$ cat config.mk
export PLATFORM = sky130hd
export DESIGN_NAME = cell_list_pair_generator
export DESIGN_NICKNAME = d
export VERILOG_FILES = /design/src/clpg_pkg.sv /design/src/cell_list_pair_generator.sv /design/src/clpg_ram.sv /design/src/clpg_seq.sv
export SDC_FILE = /design/constraint.sdc
export NUM_CORES = 1
export LEC_CHECK = 0
export ABC_AREA = 0
export BUFFER_PORTS_ARGS = -buffer_cell sky130_fd_sc_hd__buf_2
export CAP_MARGIN = 40
export CORE_MARGIN = 5
export CORE_UTILIZATION = 45
export DETAILED_ROUTE_END_ITERATION = 16
export PLACE_DENSITY = 0.67
export SLEW_MARGIN = 5
export SYNTH_ARGS = -nofsm -noshare
export SYNTH_HDL_FRONTEND = slang
export SYNTH_HIERARCHICAL = 1
export SYNTH_SLANG_ARGS = --single-unit
$ cat constraint.sdc
create_clock -name clk_i -period 3.76 [get_ports clk_i]
set_clock_uncertainty 0.1 [all_clocks]
set_input_delay 0.376 -clock clk_i [delete_from_list [all_inputs] [get_ports clk_i]]
set_output_delay 0.376 -clock clk_i [all_outputs]
set_load 0.01 [all_outputs]
$ cat src/clpg_pkg.sv
// Shared types, codes and helpers for the cell list pair generator.
// No dependencies; used by clpg_seq and cell_list_pair_generator.
`default_nettype none

package clpg_pkg;

  localparam int CELL_CAP_DEF = 32;
  localparam int ID_WIDTH_DEF = 16;
  localparam int REQ_W = 3;
  localparam int SP_W  = 2;
  localparam int ROW_W = 5;

  typedef enum logic [REQ_W-1:0] {
    REQ_CLR_HOME = 3'd0,
    REQ_LD_HOME  = 3'd1,
    REQ_CLR_NBR  = 3'd2,
    REQ_LD_NBR   = 3'd3,
    REQ_SELF     = 3'd4,
    REQ_CROSS    = 3'd5,
    REQ_SINGLE   = 3'd6
  } req_e;

  localparam logic [SP_W-1:0] SP_RECEPTOR  = 2'd1;
  localparam logic [SP_W-1:0] SP_CROSSLINK = 2'd2;

  // store write enables from the sequencer
  typedef struct packed {
    logic home_we;
    logic nbr_we;
  } wr_t;

  // s: home object, t: partner; code 3 behaves as other
  function automatic logic pair_allowed(logic [SP_W-1:0] s, logic [SP_W-1:0] t);
    logic ok;
    if (s == SP_RECEPTOR) begin
      ok = (t == SP_CROSSLINK);
    end else if (s == SP_CROSSLINK) begin
      ok = 1'b1;
    end else begin
      ok = (t != SP_RECEPTOR);
    end
    return ok;
  endfunction

endpackage

`default_nettype wire

$ cat src/cell_list_pair_generator.sv
// Top level of the cell list pair generator: home and neighbor stores,
// sequencer and stream packing. Depends on clpg_pkg, clpg_ram, clpg_seq.
`default_nettype none

// Clear and load requests finish as they are accepted. A self or cross row
// request first fetches the home entry, then walks the stored entries one at
// a time (from slot i+1 for a self row, over the whole neighbor store for a
// cross row), then sends the final pair. A single-object request walks the
// home store from slot 0. The walk is set by the single read port of each
// store; output backpressure stalls it. At most one pair leaves per cycle
// when the output is not stalled, and the last pair of a request has tlast
// set. The block takes one request at a time.
module cell_list_pair_generator #(
  parameter int CELL_CAP = clpg_pkg::CELL_CAP_DEF,
  parameter int ID_WIDTH = clpg_pkg::ID_WIDTH_DEF
) (
  input  logic clk_i,
  input  logic rst_ni,
  input  logic s_axis_tvalid_i,
  output logic s_axis_tready_o,
  // object_id, species, row_index (zero padded to bytes)
  input  logic [((ID_WIDTH+clpg_pkg::SP_W+clpg_pkg::ROW_W+7)/8)*8-1:0] s_axis_tdata_i,
  // req_type
  input  logic [clpg_pkg::REQ_W-1:0] s_axis_tuser_i,
  output logic m_axis_tvalid_o,
  input  logic m_axis_tready_i,
  // first_id, second_id (zero padded to bytes)
  output logic [((2*ID_WIDTH+7)/8)*8-1:0] m_axis_tdata_o,
  // last_pair
  output logic m_axis_tlast_o
);

  localparam int IDX_W  = $clog2(CELL_CAP);
  localparam int CNT_W  = $clog2(CELL_CAP + 1);
  localparam int ENT_W  = ID_WIDTH + clpg_pkg::SP_W;
  localparam int OUT_W  = ((2 * ID_WIDTH + 7) / 8) * 8;

  logic [ID_WIDTH-1:0]           in_id, out_first, out_second;
  logic [clpg_pkg::SP_W-1:0]     in_sp;
  logic [clpg_pkg::ROW_W-1:0]    in_row;
  clpg_pkg::wr_t                 wr;
  logic [IDX_W-1:0]              waddr, raddr;
  logic [ENT_W-1:0]              home_rdata, nbr_rdata;
  logic [CNT_W-1:0]              home_cnt, nbr_cnt;

  assign in_id  = s_axis_tdata_i[ID_WIDTH-1:0];
  assign in_sp  = s_axis_tdata_i[ENT_W-1:ID_WIDTH];
  assign in_row = s_axis_tdata_i[ENT_W+clpg_pkg::ROW_W-1:ENT_W];

  clpg_ram #(.WIDTH(ENT_W), .DEPTH(CELL_CAP)) u_home_ram (
    .clk_i   (clk_i),
    .we_i    (wr.home_we),
    .waddr_i (waddr),
    .wdata_i ({in_sp, in_id}),
    .raddr_i (raddr),
    .rdata_o (home_rdata)
  );

  clpg_ram #(.WIDTH(ENT_W), .DEPTH(CELL_CAP)) u_nbr_ram (
    .clk_i   (clk_i),
    .we_i    (wr.nbr_we),
    .waddr_i (waddr),
    .wdata_i ({in_sp, in_id}),
    .raddr_i (raddr),
    .rdata_o (nbr_rdata)
  );

  clpg_seq #(.CELL_CAP(CELL_CAP), .ID_WIDTH(ID_WIDTH)) u_seq (
    .clk_i        (clk_i),
    .rst_ni       (rst_ni),
    .in_valid_i   (s_axis_tvalid_i),
    .in_ready_o   (s_axis_tready_o),
    .req_i        (s_axis_tuser_i),
    .id_i         (in_id),
    .row_i        (in_row),
    .wr_o         (wr),
    .waddr_o      (waddr),
    .raddr_o      (raddr),
    .home_rdata_i (home_rdata),
    .nbr_rdata_i  (nbr_rdata),
    .out_valid_o  (m_axis_tvalid_o),
    .out_ready_i  (m_axis_tready_i),
    .out_first_o  (out_first),
    .out_second_o (out_second),
    .out_last_o   (m_axis_tlast_o),
    .home_cnt_o   (home_cnt),
    .nbr_cnt_o    (nbr_cnt)
  );

  assign m_axis_tdata_o = OUT_W'({out_second, out_first});

  a_home_cap: assert property (@(posedge clk_i) disable iff (!rst_ni)
    home_cnt <= CNT_W'(CELL_CAP))
    else $error("home count above capacity");

  a_nbr_cap: assert property (@(posedge clk_i) disable iff (!rst_ni)
    nbr_cnt <= CNT_W'(CELL_CAP))
    else $error("neighbor count above capacity");

  a_home_load: assert property (@(posedge clk_i) disable iff (!rst_ni)
    (s_axis_tvalid_i && s_axis_tready_o && s_axis_tuser_i == clpg_pkg::REQ_LD_HOME
     && home_cnt < CNT_W'(CELL_CAP))
    |=> home_cnt == $past(home_cnt) + CNT_W'(1))
    else $error("home load not counted");

  a_nbr_clear: assert property (@(posedge clk_i) disable iff (!rst_ni)
    (s_axis_tvalid_i && s_axis_tready_o && s_axis_tuser_i == clpg_pkg::REQ_CLR_NBR)
    |=> nbr_cnt == '0)
    else $error("neighbor clear not applied");

endmodule

`default_nettype wire

$ cat src/clpg_ram.sv
// Generic single-write, single-read RAM with registered read data.
// No dependencies.
`default_nettype none

module clpg_ram #(
  parameter int WIDTH = 18,
  parameter int DEPTH = 32
) (
  input  logic                     clk_i,
  input  logic                     we_i,
  input  logic [$clog2(DEPTH)-1:0] waddr_i,
  input  logic [WIDTH-1:0]         wdata_i,
  input  logic [$clog2(DEPTH)-1:0] raddr_i,
  output logic [WIDTH-1:0]         rdata_o
);

  logic [WIDTH-1:0] mem_q [DEPTH];
  logic [WIDTH-1:0] rdata_q;

  always_ff @(posedge clk_i) begin
    if (we_i) begin
      mem_q[waddr_i] <= wdata_i;
    end
    rdata_q <= mem_q[raddr_i];
  end

  assign rdata_o = rdata_q;

endmodule

`default_nettype wire

$ cat src/clpg_seq.sv
// Request sequencer: fill counts, store addressing, row walk with species
// filter, one-deep pending pair and output register. Depends on clpg_pkg.
`default_nettype none

module clpg_seq #(
  parameter int CELL_CAP = clpg_pkg::CELL_CAP_DEF,
  parameter int ID_WIDTH = clpg_pkg::ID_WIDTH_DEF
) (
  input  logic                            clk_i,
  input  logic                            rst_ni,
  input  logic                            in_valid_i,
  output logic                            in_ready_o,
  input  logic [clpg_pkg::REQ_W-1:0]      req_i,
  input  logic [ID_WIDTH-1:0]             id_i,
  input  logic [clpg_pkg::ROW_W-1:0]      row_i,
  output clpg_pkg::wr_t                   wr_o,
  output logic [$clog2(CELL_CAP)-1:0]     waddr_o,
  output logic [$clog2(CELL_CAP)-1:0]     raddr_o,
  input  logic [ID_WIDTH+clpg_pkg::SP_W-1:0] home_rdata_i,
  input  logic [ID_WIDTH+clpg_pkg::SP_W-1:0] nbr_rdata_i,
  output logic                            out_valid_o,
  input  logic                            out_ready_i,
  output logic [ID_WIDTH-1:0]             out_first_o,
  output logic [ID_WIDTH-1:0]             out_second_o,
  output logic                            out_last_o,
  output logic [$clog2(CELL_CAP+1)-1:0]   home_cnt_o,
  output logic [$clog2(CELL_CAP+1)-1:0]   nbr_cnt_o
);

  localparam int IDX_W = $clog2(CELL_CAP);
  localparam int CNT_W = $clog2(CELL_CAP + 1);
  localparam int CMP_W = ((CNT_W > clpg_pkg::ROW_W) ? CNT_W : clpg_pkg::ROW_W) + 1;

  typedef enum logic [1:0] {
    ST_IDLE,
    ST_ROW,
    ST_WALK,
    ST_FLUSH
  } state_e;

  state_e                    state_q, state_d;
  logic [CNT_W-1:0]          home_cnt_q, home_cnt_d, nbr_cnt_q, nbr_cnt_d;
  logic [IDX_W-1:0]          row_q, row_d, j_q, j_d;
  logic                      sel_nbr_q, sel_nbr_d, nofilt_q, nofilt_d;
  logic [ID_WIDTH-1:0]       first_id_q, first_id_d, pend_q, pend_d;
  logic [clpg_pkg::SP_W-1:0] first_sp_q, first_sp_d;
  logic                      pend_valid_q, pend_valid_d;
  logic                      out_valid_q, out_valid_d, out_last_q, out_last_d;
  logic [ID_WIDTH-1:0]       out_first_q, out_first_d, out_second_q, out_second_d;

  logic                          accept, can_emit, allowed, advance, at_last;
  logic [ID_WIDTH+clpg_pkg::SP_W-1:0] cur_rdata;
  logic [ID_WIDTH-1:0]           cur_id;
  logic [clpg_pkg::SP_W-1:0]     cur_sp;
  logic [CNT_W-1:0]              walk_end, self_start;
  logic                          row_ok;

  assign accept    = in_valid_i && (state_q == ST_IDLE);
  assign can_emit  = !out_valid_q || out_ready_i;
  assign cur_rdata = sel_nbr_q ? nbr_rdata_i : home_rdata_i;
  assign cur_id    = cur_rdata[ID_WIDTH-1:0];
  assign cur_sp    = cur_rdata[ID_WIDTH+clpg_pkg::SP_W-1:ID_WIDTH];
  assign allowed   = nofilt_q || clpg_pkg::pair_allowed(first_sp_q, cur_sp);
  assign advance   = !allowed || !pend_valid_q || can_emit;
  assign walk_end  = sel_nbr_q ? nbr_cnt_q : home_cnt_q;
  assign at_last   = (CNT_W'(j_q) == (walk_end - CNT_W'(1)));
  assign self_start = CNT_W'(row_q) + CNT_W'(1);
  assign row_ok    = CMP_W'(row_i) < CMP_W'(home_cnt_q);

  always_comb begin
    state_d      = state_q;
    home_cnt_d   = home_cnt_q;
    nbr_cnt_d    = nbr_cnt_q;
    row_d        = row_q;
    j_d          = j_q;
    sel_nbr_d    = sel_nbr_q;
    nofilt_d     = nofilt_q;
    first_id_d   = first_id_q;
    first_sp_d   = first_sp_q;
    pend_d       = pend_q;
    pend_valid_d = pend_valid_q;
    out_valid_d  = out_valid_q;
    out_last_d   = out_last_q;
    out_first_d  = out_first_q;
    out_second_d = out_second_q;
    wr_o         = '0;
    waddr_o      = IDX_W'(home_cnt_q);
    raddr_o      = j_q;

    if (out_valid_q && out_ready_i) begin
      out_valid_d = 1'b0;
    end

    case (state_q)
      ST_IDLE: begin
        raddr_o = (req_i == clpg_pkg::REQ_SINGLE) ? '0 : IDX_W'(row_i);
        if (req_i == clpg_pkg::REQ_LD_NBR) begin
          waddr_o = IDX_W'(nbr_cnt_q);
        end
        pend_valid_d = 1'b0;
        if (accept) begin
          case (req_i)
            clpg_pkg::REQ_CLR_HOME: home_cnt_d = '0;
            clpg_pkg::REQ_CLR_NBR:  nbr_cnt_d = '0;
            clpg_pkg::REQ_LD_HOME: begin
              if (home_cnt_q < CNT_W'(CELL_CAP)) begin
                wr_o.home_we = 1'b1;
                home_cnt_d   = home_cnt_q + CNT_W'(1);
              end
            end
            clpg_pkg::REQ_LD_NBR: begin
              if (nbr_cnt_q < CNT_W'(CELL_CAP)) begin
                wr_o.nbr_we = 1'b1;
                nbr_cnt_d   = nbr_cnt_q + CNT_W'(1);
              end
            end
            clpg_pkg::REQ_SELF, clpg_pkg::REQ_CROSS: begin
              if (row_ok) begin
                state_d   = ST_ROW;
                row_d     = IDX_W'(row_i);
                sel_nbr_d = (req_i == clpg_pkg::REQ_CROSS);
                nofilt_d  = 1'b0;
              end
            end
            clpg_pkg::REQ_SINGLE: begin
              if (home_cnt_q != '0) begin
                state_d    = ST_WALK;
                first_id_d = id_i;
                nofilt_d   = 1'b1;
                sel_nbr_d  = 1'b0;
                j_d        = '0;
              end
            end
            default: ;
          endcase
        end
      end

      ST_ROW: begin
        // home entry of the requested row is on the read port now
        first_id_d = home_rdata_i[ID_WIDTH-1:0];
        first_sp_d = home_rdata_i[ID_WIDTH+clpg_pkg::SP_W-1:ID_WIDTH];
        if (sel_nbr_q) begin
          j_d     = '0;
          raddr_o = '0;
          state_d = (nbr_cnt_q != '0) ? ST_WALK : ST_IDLE;
        end else begin
          j_d     = IDX_W'(self_start);
          raddr_o = IDX_W'(self_start);
          state_d = (self_start < home_cnt_q) ? ST_WALK : ST_IDLE;
        end
      end

      ST_WALK: begin
        // a kept pair waits in pend until the next one shows it was not the last
        if (allowed && advance) begin
          if (pend_valid_q) begin
            out_valid_d  = 1'b1;
            out_first_d  = first_id_q;
            out_second_d = pend_q;
            out_last_d   = 1'b0;
          end
          pend_d       = cur_id;
          pend_valid_d = 1'b1;
        end
        if (advance) begin
          if (at_last) begin
            state_d = ST_FLUSH;
          end else begin
            j_d     = j_q + IDX_W'(1);
            raddr_o = j_q + IDX_W'(1);
          end
        end
      end

      ST_FLUSH: begin
        if (!pend_valid_q) begin
          state_d = ST_IDLE;
        end else if (can_emit) begin
          out_valid_d  = 1'b1;
          out_first_d  = first_id_q;
          out_second_d = pend_q;
          out_last_d   = 1'b1;
          pend_valid_d = 1'b0;
          state_d      = ST_IDLE;
        end
      end

      default: state_d = ST_IDLE;
    endcase
  end

  always_ff @(posedge clk_i or negedge rst_ni) begin
    if (!rst_ni) begin
      state_q      <= ST_IDLE;
      home_cnt_q   <= '0;
      nbr_cnt_q    <= '0;
      row_q        <= '0;
      j_q          <= '0;
      sel_nbr_q    <= 1'b0;
      nofilt_q     <= 1'b0;
      first_id_q   <= '0;
      first_sp_q   <= '0;
      pend_q       <= '0;
      pend_valid_q <= 1'b0;
      out_valid_q  <= 1'b0;
      out_last_q   <= 1'b0;
      out_first_q  <= '0;
      out_second_q <= '0;
    end else begin
      state_q      <= state_d;
      home_cnt_q   <= home_cnt_d;
      nbr_cnt_q    <= nbr_cnt_d;
      row_q        <= row_d;
      j_q          <= j_d;
      sel_nbr_q    <= sel_nbr_d;
      nofilt_q     <= nofilt_d;
      first_id_q   <= first_id_d;
      first_sp_q   <= first_sp_d;
      pend_q       <= pend_d;
      pend_valid_q <= pend_valid_d;
      out_valid_q  <= out_valid_d;
      out_last_q   <= out_last_d;
      out_first_q  <= out_first_d;
      out_second_q <= out_second_d;
    end
  end

  assign in_ready_o   = (state_q == ST_IDLE);
  assign out_valid_o  = out_valid_q;
  assign out_first_o  = out_first_q;
  assign out_second_o = out_second_q;
  assign out_last_o   = out_last_q;
  assign home_cnt_o   = home_cnt_q;
  assign nbr_cnt_o    = nbr_cnt_q;

endmodule

`default_nettype wire
==> flow_summary.yaml, run 1 <==
floorplan:
  die_w_um: 348
  io_pins: 66
  coreArea_um2: 114000
  die_area_um2: 121000
  initial_core_util_pct: 45.1
  die_h_um: 348
  num_rows: 124
layout:
  nets: 3584
  seq_area_um2: 37700
  drive_gt1_share_pct: 25.7
  area_growth_pct: 22.9
  finalNonFillerCells: 5154
  final_area_um2: 63200
  final_common_cell: "edfxtp_1"
  final_cell_mix: "edfxtp_1, mux2i_1, buf_4"
  nFillCells: 8581
  multi_input_area_um2: 13500
sta:
  grt_setup_unrepaired: "yes"
  worst_hold_slack_ns: 0.0516
  slew_violations: 0
  clock.fmax_mhz: 256
  final.setup.worst_slack_ns: -0.147
  final.setup.tns_ns: -1.24
  finalHoldViolCount: 0
  tightest_slew_ns: 0.945
  period_minus_slack_ns: 3.91
  setup_viol: 25
  finalCritPeriodShare_pct: 104
  slew_headroom_pct: 37.0
synth:
  ys_seq_area_share_pct: 73.4
  synth-edff-count: 1152
  syn_area_um2: 51400
  synth.distinct_cells: 67
  synth-seq-cells: 1283
  ys_async_sr_fraction_pct: 7.40
  synthFlopType: "edfxtp_1"
  syn_area_per_cell_um2: 16.7
  synth_area_leader_cell: "edfxtp_1"
  yosys-top-cells-area: "edfxtp_1, mux2i_1, dfrtp_1"
  synth.top_cell.area_share_pct: 67.3
  synthesis.nets: 3122
  yosysWarnings: 6
  netlist_instances: 3071
critical_path:
  cp_common_cell: "buf_4"
  worstPathCellList: "buf_6 > mux2i_4 > xnor2_2 > buf_4 > a2111oi_4 > o2bb2ai_4 > buf_6 > o31a_1 > o22ai_4 > buf_12 > buf_16 > buf_8 > buf_4 > buf_4 > mux2i_1 > a22oi_1 > nand4_1 > nand3_1"
  rr_worst_depth: 18
  cp_slowest_cell: "dfrtp_2"
  cp.required_ns: 4.29
  cp.arrival_ns: 4.44
  crit_path_end_kind: "flop"
  critPathBufInv: 8
  critical_path_depth: 18
  path_class: "reg -> reg"
  slowest_delay_ns: 0.48
  cp_max_fo: 5
  cp_top_family: "buffers and inverters"
  startpoint_type: "flop"
clock_network:
  cts.path.max_buffers: 3
  cts_tree: "built"
  cts-htree-levels: 3
  clkTransAtPathRegs_ns: 0.06
  ctsRootBufferMaster: "clkbuf_16"
  clock-sinks: 1283
  cts_buffers: 120
  clkLatencyLatePin_ns: 0.71
detailed_routing:
  ant_nets: 0
  drc: 0
  wire_per_inst_um: 25.9
  drtPass1Iterations: 6
  vias: 29600
  drt_iter0_drc: 3135
  via_per_inst: 5.75
  finalWirelength_um: 134000
run_status:
  outcome: "finished, violations left"
  violations: "negative setup slack"
power_and_ir_drop:
  peakVddDrop_v: 0.000616
  p_leak_nw: 22.2
  p_per_area_nw_per_um2: 944
grt:
  grt_pass1_vias: 28500
  grt_start_max_net_pins: 63
  grt-ovfl-total: 0
  antenna_found_initial: 5
  track_usage_pct: 20.8
  grt_pass1_wl_um: 188000
placed_design:
  placedInstanceArea_um2: 56100
  dp.cells: 4821
  numPortBuffers: 64
  dp_hpwl_um: 80600
  place.gp.congestion: 0.844
min_path:
  hold_path.class: "in -> reg"
  min_path_cells: 2
flow_run:
  max-cap-violations: 0
repair_timing:
item                                   4_1_cts  5_1_grt
resized for setup                           86      181
setup endpoints to repair                   36       36
endpoints found under the hold margin       58        0
cloned                                      10       23
pin swaps                                   26       85
setup buffers                               26       41
hold buffers                                14        0
synthesized netlist by cell type (3+ instances only):
| cell type | number |
|---|---|
| a211oi_1 | 3 |
| a21o_1 | 3 |
| a21oi_1 | 102 |
| a22o_1 | 76 |
| a22oi_1 | 147 |
| a31oi_1 | 41 |
| and2_1 | 7 |
| buf_1 | 7 |
| buf_2 | 61 |
| buf_4 | 16 |
| buf_6 | 47 |
| buf_8 | 6 |
| clkbuf_1 | 41 |
| dfrtp_1 | 95 |
| dfxtp_1 | 36 |
| edfxtp_1 | 1152 |
| ha_1 | 20 |
| inv_1 | 18 |
| mux2_2 | 43 |
| mux2i_1 | 615 |
| nand2_1 | 122 |
| nand2b_1 | 11 |
| nand3_1 | 93 |
| nand3b_1 | 13 |
| nand4_1 | 41 |
| nand4b_1 | 3 |
| nor2_1 | 102 |
| nor2b_1 | 8 |
| nor3_1 | 21 |
| nor3_2 | 20 |
| nor4_1 | 3 |
| o21ai_0 | 27 |
| o221ai_1 | 3 |
| o22ai_1 | 3 |
| o311ai_0 | 3 |
| or2_2 | 4 |
| or3b_2 | 6 |
| xnor2_1 | 12 |
final cells by class:
cell class,instances,share of cell area (%)
repair buffers,520,9.28
well taps,1512,3.00
clock buffers,168,5.27
inverters,18,0.107
diodes,3,0.0119
clock inverters,60,1.23
multi-input cells,1590,21.4
flip-flops and latches,1283,59.7
through the flow:
step	utilization [%]	power [mW]	setup slack (ns)
5_1_grt	55.5	61.8	-0.191
3_5_place_dp	49.3	40.6	-0.384
6_report	55.5	59.6	-0.147
2_1_floorplan	-	31.9	0.00340
3_3_place_gp	49.2	40.4	-0.340
4_1_cts	53.9	55.3	-0.0244
worst paths after layout:
kind / slack (ns) / end / start
max in group asynchronous: 2.68 / u_seq/out_first_o[11] / rst_ni
max: -0.15 / u_nbr_ram/rdata_o[11] / u_seq/sel_nbr_q
min in group asynchronous: 0.06 / u_seq/out_first_o[8] / rst_ni
min reg2reg: 0.38 / u_seq/pend_q[3] / u_seq/pend_q[3]
min: 0.05 / u_nbr_ram/mem_q[0][6] / s_axis_tdata_i[6]
max reg2reg: -0.15 / u_nbr_ram/rdata_o[11] / u_seq/sel_nbr_q
kinds of logic after synthesis:
family,count (synthesis),synth area share [%]
AOI/OAI and AO/OA,432,5.90
muxes,658,12.9
buffers and inverters,198,2.54
adders and majority gates,20,0.487
DFF,1283,73.4
and+or+nand+nor,466,4.55
xor gates and xnor gates,14,0.239
sequential cells by signal, summed over array words and instances (netlist names), 2 cells and up:
signal              cells
u_home_ram/mem_q      576
u_nbr_ram/mem_q       576
u_home_ram/rdata_o     18
u_nbr_ram/rdata_o      18
u_seq/first_id_q       16
u_seq/out_first_o      16
u_seq/out_second_o     16
u_seq/pend_q           16
u_seq/home_cnt_o        6
u_seq/nbr_cnt_o         6
u_seq/j_q               5
u_seq/row_q             5
u_seq/first_sp_q        2
u_seq/state_q           2
power breakdown:
part	leakage (nW)	switching, mW	total, mW	internal, mW
registers	11.8	0.762	17.1	16.3
clock network	2.01	5.22	12.5	7.24
logic	8.38	15.7	30.1	14.3
metal layers:
| metal | wire [um] | up-vias | track usage, % |
|---|---|---|---|
| li1 | - | 13000 | - |
| met1 | 55800 | 15200 | 29.9 |
| met2 | 62500 | 1249 | 32.6 |
| met3 | 11100 | 203 | 3.31 |
| met4 | 4280 | 4 | 6.92 |
| met5 | 22 | - | 0 |
(Power assumes the default switching activity.)
==> run 2, diff against run 1 <==
--- a/config.mk
+++ b/config.mk
@@ -8,10 +8,13 @@
 export ABC_AREA = 0
 export BUFFER_PORTS_ARGS = -buffer_cell sky130_fd_sc_hd__buf_2
 export CAP_MARGIN = 40
+export CELL_PAD_IN_SITES_DETAIL_PLACEMENT = 0
+export CELL_PAD_IN_SITES_GLOBAL_PLACEMENT = 1
+export CORE_ASPECT_RATIO = 1.25
 export CORE_MARGIN = 5
 export CORE_UTILIZATION = 45
 export DETAILED_ROUTE_END_ITERATION = 16
-export PLACE_DENSITY = 0.67
+export PLACE_DENSITY = 0.75
 export SLEW_MARGIN = 5
 export SYNTH_ARGS = -nofsm -noshare
 export SYNTH_HDL_FRONTEND = slang
==> flow_summary.yaml, run 2 (same netlist as run 1, synthesis figures left out) <==
layout:
  nFillCells: 8857
  final_area_um2: 61700
  reg_top3: "u_home_ram/mem_q x576, u_nbr_ram/mem_q x576"
  drive_gt1_share_pct: 23.1
  final_cell_mix: "edfxtp_1, mux2i_1, buf_4"
  area_growth_pct: 20.2
  layout.core_utilization_pct: 54.5
  final_common_cell: "edfxtp_1"
  nets: 3568
critical_path:
  cp.arrival_ns: 4.41
  startpoint_type: "flop"
  cp_common_cell: "buf_4"
  cp.required_ns: 4.35
  worstPathCellList: "mux2i_2 > ha_1 > xnor2_2 > a2111oi_4 > buf_4 > a2bb2oi_2 > nand3_1 > buf_4 > o221ai_4 > buf_12 > buf_4 > buf_4 > nand2b_1 > buf_4 > buf_12 > a21oi_1 > nand3_1 > nand3_1"
  path_class: "reg -> reg"
  crit_path_end_kind: "flop"
  critPathBufInv: 7
  cp_slowest_cell: "dfrtp_2"
  slowest_delay_ns: 0.48
  cp_max_fo: 9
  cp_top_family: "buffers and inverters"
power_and_ir_drop:
  power_frac_comb_pct: 48.9
  p_per_area_nw_per_um2: 907
  peakVddDrop_v: 0.000680
  seq_power_share_pct: 30.4
  p_sw_mw: 20.5
  p_leak_nw: 21.6
  clkPwrFrac_pct: 20.6
  p_int_mw: 35.5
  finalPower_mw: 56.0
  sw_frac_of_total_pct: 36.7
clock_network:
  clkLatencyLatePin_ns: 0.75
  cts_buffers: 116
  cts_tree: "built"
  cts-htree-levels: 3
  clock-sinks: 1283
  ctsRootBufferMaster: "clkbuf_16"
  clkTransAtPathRegs_ns: 0.06
  cts.path.max_buffers: 3
detailed_routing:
  highest_layer: "met4"
  wl_met2_um: 65500
  via_per_inst: 5.62
  vias: 28600
  ant_nets: 0
  drtPass1Iterations: 5
  drc: 0
  drt_iter0_drc: 2211
  finalWirelength_um: 128000
  drt-met1-wl_um: 51200
  met3_length_um: 6510
  wire_per_inst_um: 25.2
sta:
  period_minus_slack_ns: 3.82
  worst_hold_slack_ns: 0.0555
  slew_headroom_pct: 40.0
  grt_setup_unrepaired: "yes"
  tightest_slew_ns: 0.900
  final.setup.worst_slack_ns: -0.0648
  slew_violations: 0
  finalCritPeriodShare_pct: 102
  clock.fmax_mhz: 261
  finalHoldViolCount: 0
  setup_viol: 19
placed_design:
  placedInstanceArea_um2: 56700
  place.gp.congestion: 0.839
  pre_cts_slack_ns: -0.371
  dp_hpwl_um: 81100
  numPortBuffers: 64
grt:
  track_usage_pct: 20.6
  grt-ovfl-total: 0
  grt_pass1_vias: 28800
  antenna_found_initial: 2
  grt_start_max_net_pins: 58
  grt_pass1_wl_um: 187000
floorplan:
  num_rows: 138
  coreArea_um2: 113000
  initial_core_util_pct: 45.4
  die_w_um: 312
  die_h_um: 388
  io_pins: 66
  die_area_um2: 121000
flow_run:
  max-cap-violations: 0
min_path:
  hold_path.class: "in -> reg"
run_status:
  violations: "negative setup slack"
  outcome: "finished, violations left"
run 2: changes by cell type in the layout (fill, tap and decap cells not counted), moves of 13 or more:
cell,before,now
mux2i_1,592,608
buf_6,41,19
a22o_1,59,76
a22oi_1,128,142
buf_4,265,282
a22oi_2,19,5
clkinv_1,13,29
a22o_4,17,0
clkbuf_8,14,1
buf_12,81,98
clkbuf_16,141,119
mux2i_2,21,6
run 2: power groups by stage:
stage	logic [mW]	clock network (mW)	registers, mW
floorplan	14.9	0	17.0
global placement	24.8	0	17.3
detailed placement	25.0	0	17.3
CTS	26.6	11.8	17.0
global route	28.9	12.3	17.1
finish	27.4	11.6	17.0
run 2: cell type report:
type / count / area, um2 / share of cell area, %
Inverter: 18 / 67.6 / 0.109
Sequential cell: 1283 / 37700 / 61.1
Multi-Input combinational cell: 1590 / 13000 / 21.0
Clock inverter: 72 / 732 / 1.19
Tap cell: 1470 / 1840 / 2.98
Clock buffer: 144 / 3020 / 4.89
Antenna cell: 3 / 7.51 / 0.0122
Timing Repair Buffer: 508 / 5400 / 8.75
run 2: final timing paths:
check                                   from                     end  slack, ns  cells past startpoint
min in group asynchronous             rst_ni  u_seq/out_second_o[15]       0.09                      3
max in group asynchronous             rst_ni     u_seq/first_id_q[6]       2.44                      4
min                        s_axis_tdata_i[6]   u_nbr_ram/mem_q[3][6]       0.06                      1
min reg2reg                  u_seq/pend_q[9]         u_seq/pend_q[9]       0.37                      2
max reg2reg                  u_seq/sel_nbr_q   u_home_ram/rdata_o[1]      -0.06                     18
max                          u_seq/sel_nbr_q   u_home_ram/rdata_o[1]      -0.06                     18
run 2: worst reg2reg max path: stages, from the launching register on:
cell       delay [ns]
dfrtp_2          0.48
mux2i_2          0.28
ha_1             0.29
xnor2_2          0.15
a2111oi_4        0.31
buf_4            0.18
a2bb2oi_2        0.08
nand3_1          0.17
buf_4            0.17
o221ai_4         0.10
buf_12           0.16
buf_4            0.17
buf_4            0.13
nand2b_1         0.16
buf_4            0.20
buf_12           0.16
a21oi_1          0.17
nand3_1          0.18
nand3_1          0.13
run 2: stage by stage:
step	cells	TNS [ns]
4_1_cts	5073	-1.14
2_1_floorplan	3071	0
3_3_place_gp	4810	-4.14
6_report	5088	-0.577
3_5_place_dp	4821	-6.11
5_1_grt	5085	-5.95
run 2: what timing repair did:
item / 4_1_cts / 5_1_grt
gates resized for setup: 74 / 41
hold endpoints to repair: 215 / 0
setup buffers: 8 / 9
setup endpoints to repair: 36 / 36
cloned: 7 / 4
hold buffers: 22 / 0
pin swaps: 7 / 11
run 2: per-layer routing:
metal,track usage [%],up-vias
met2,36.5,776
met1,26.3,14700
met4,7.20,0
met3,2.62,204
met5,0,-
li1,-,13000
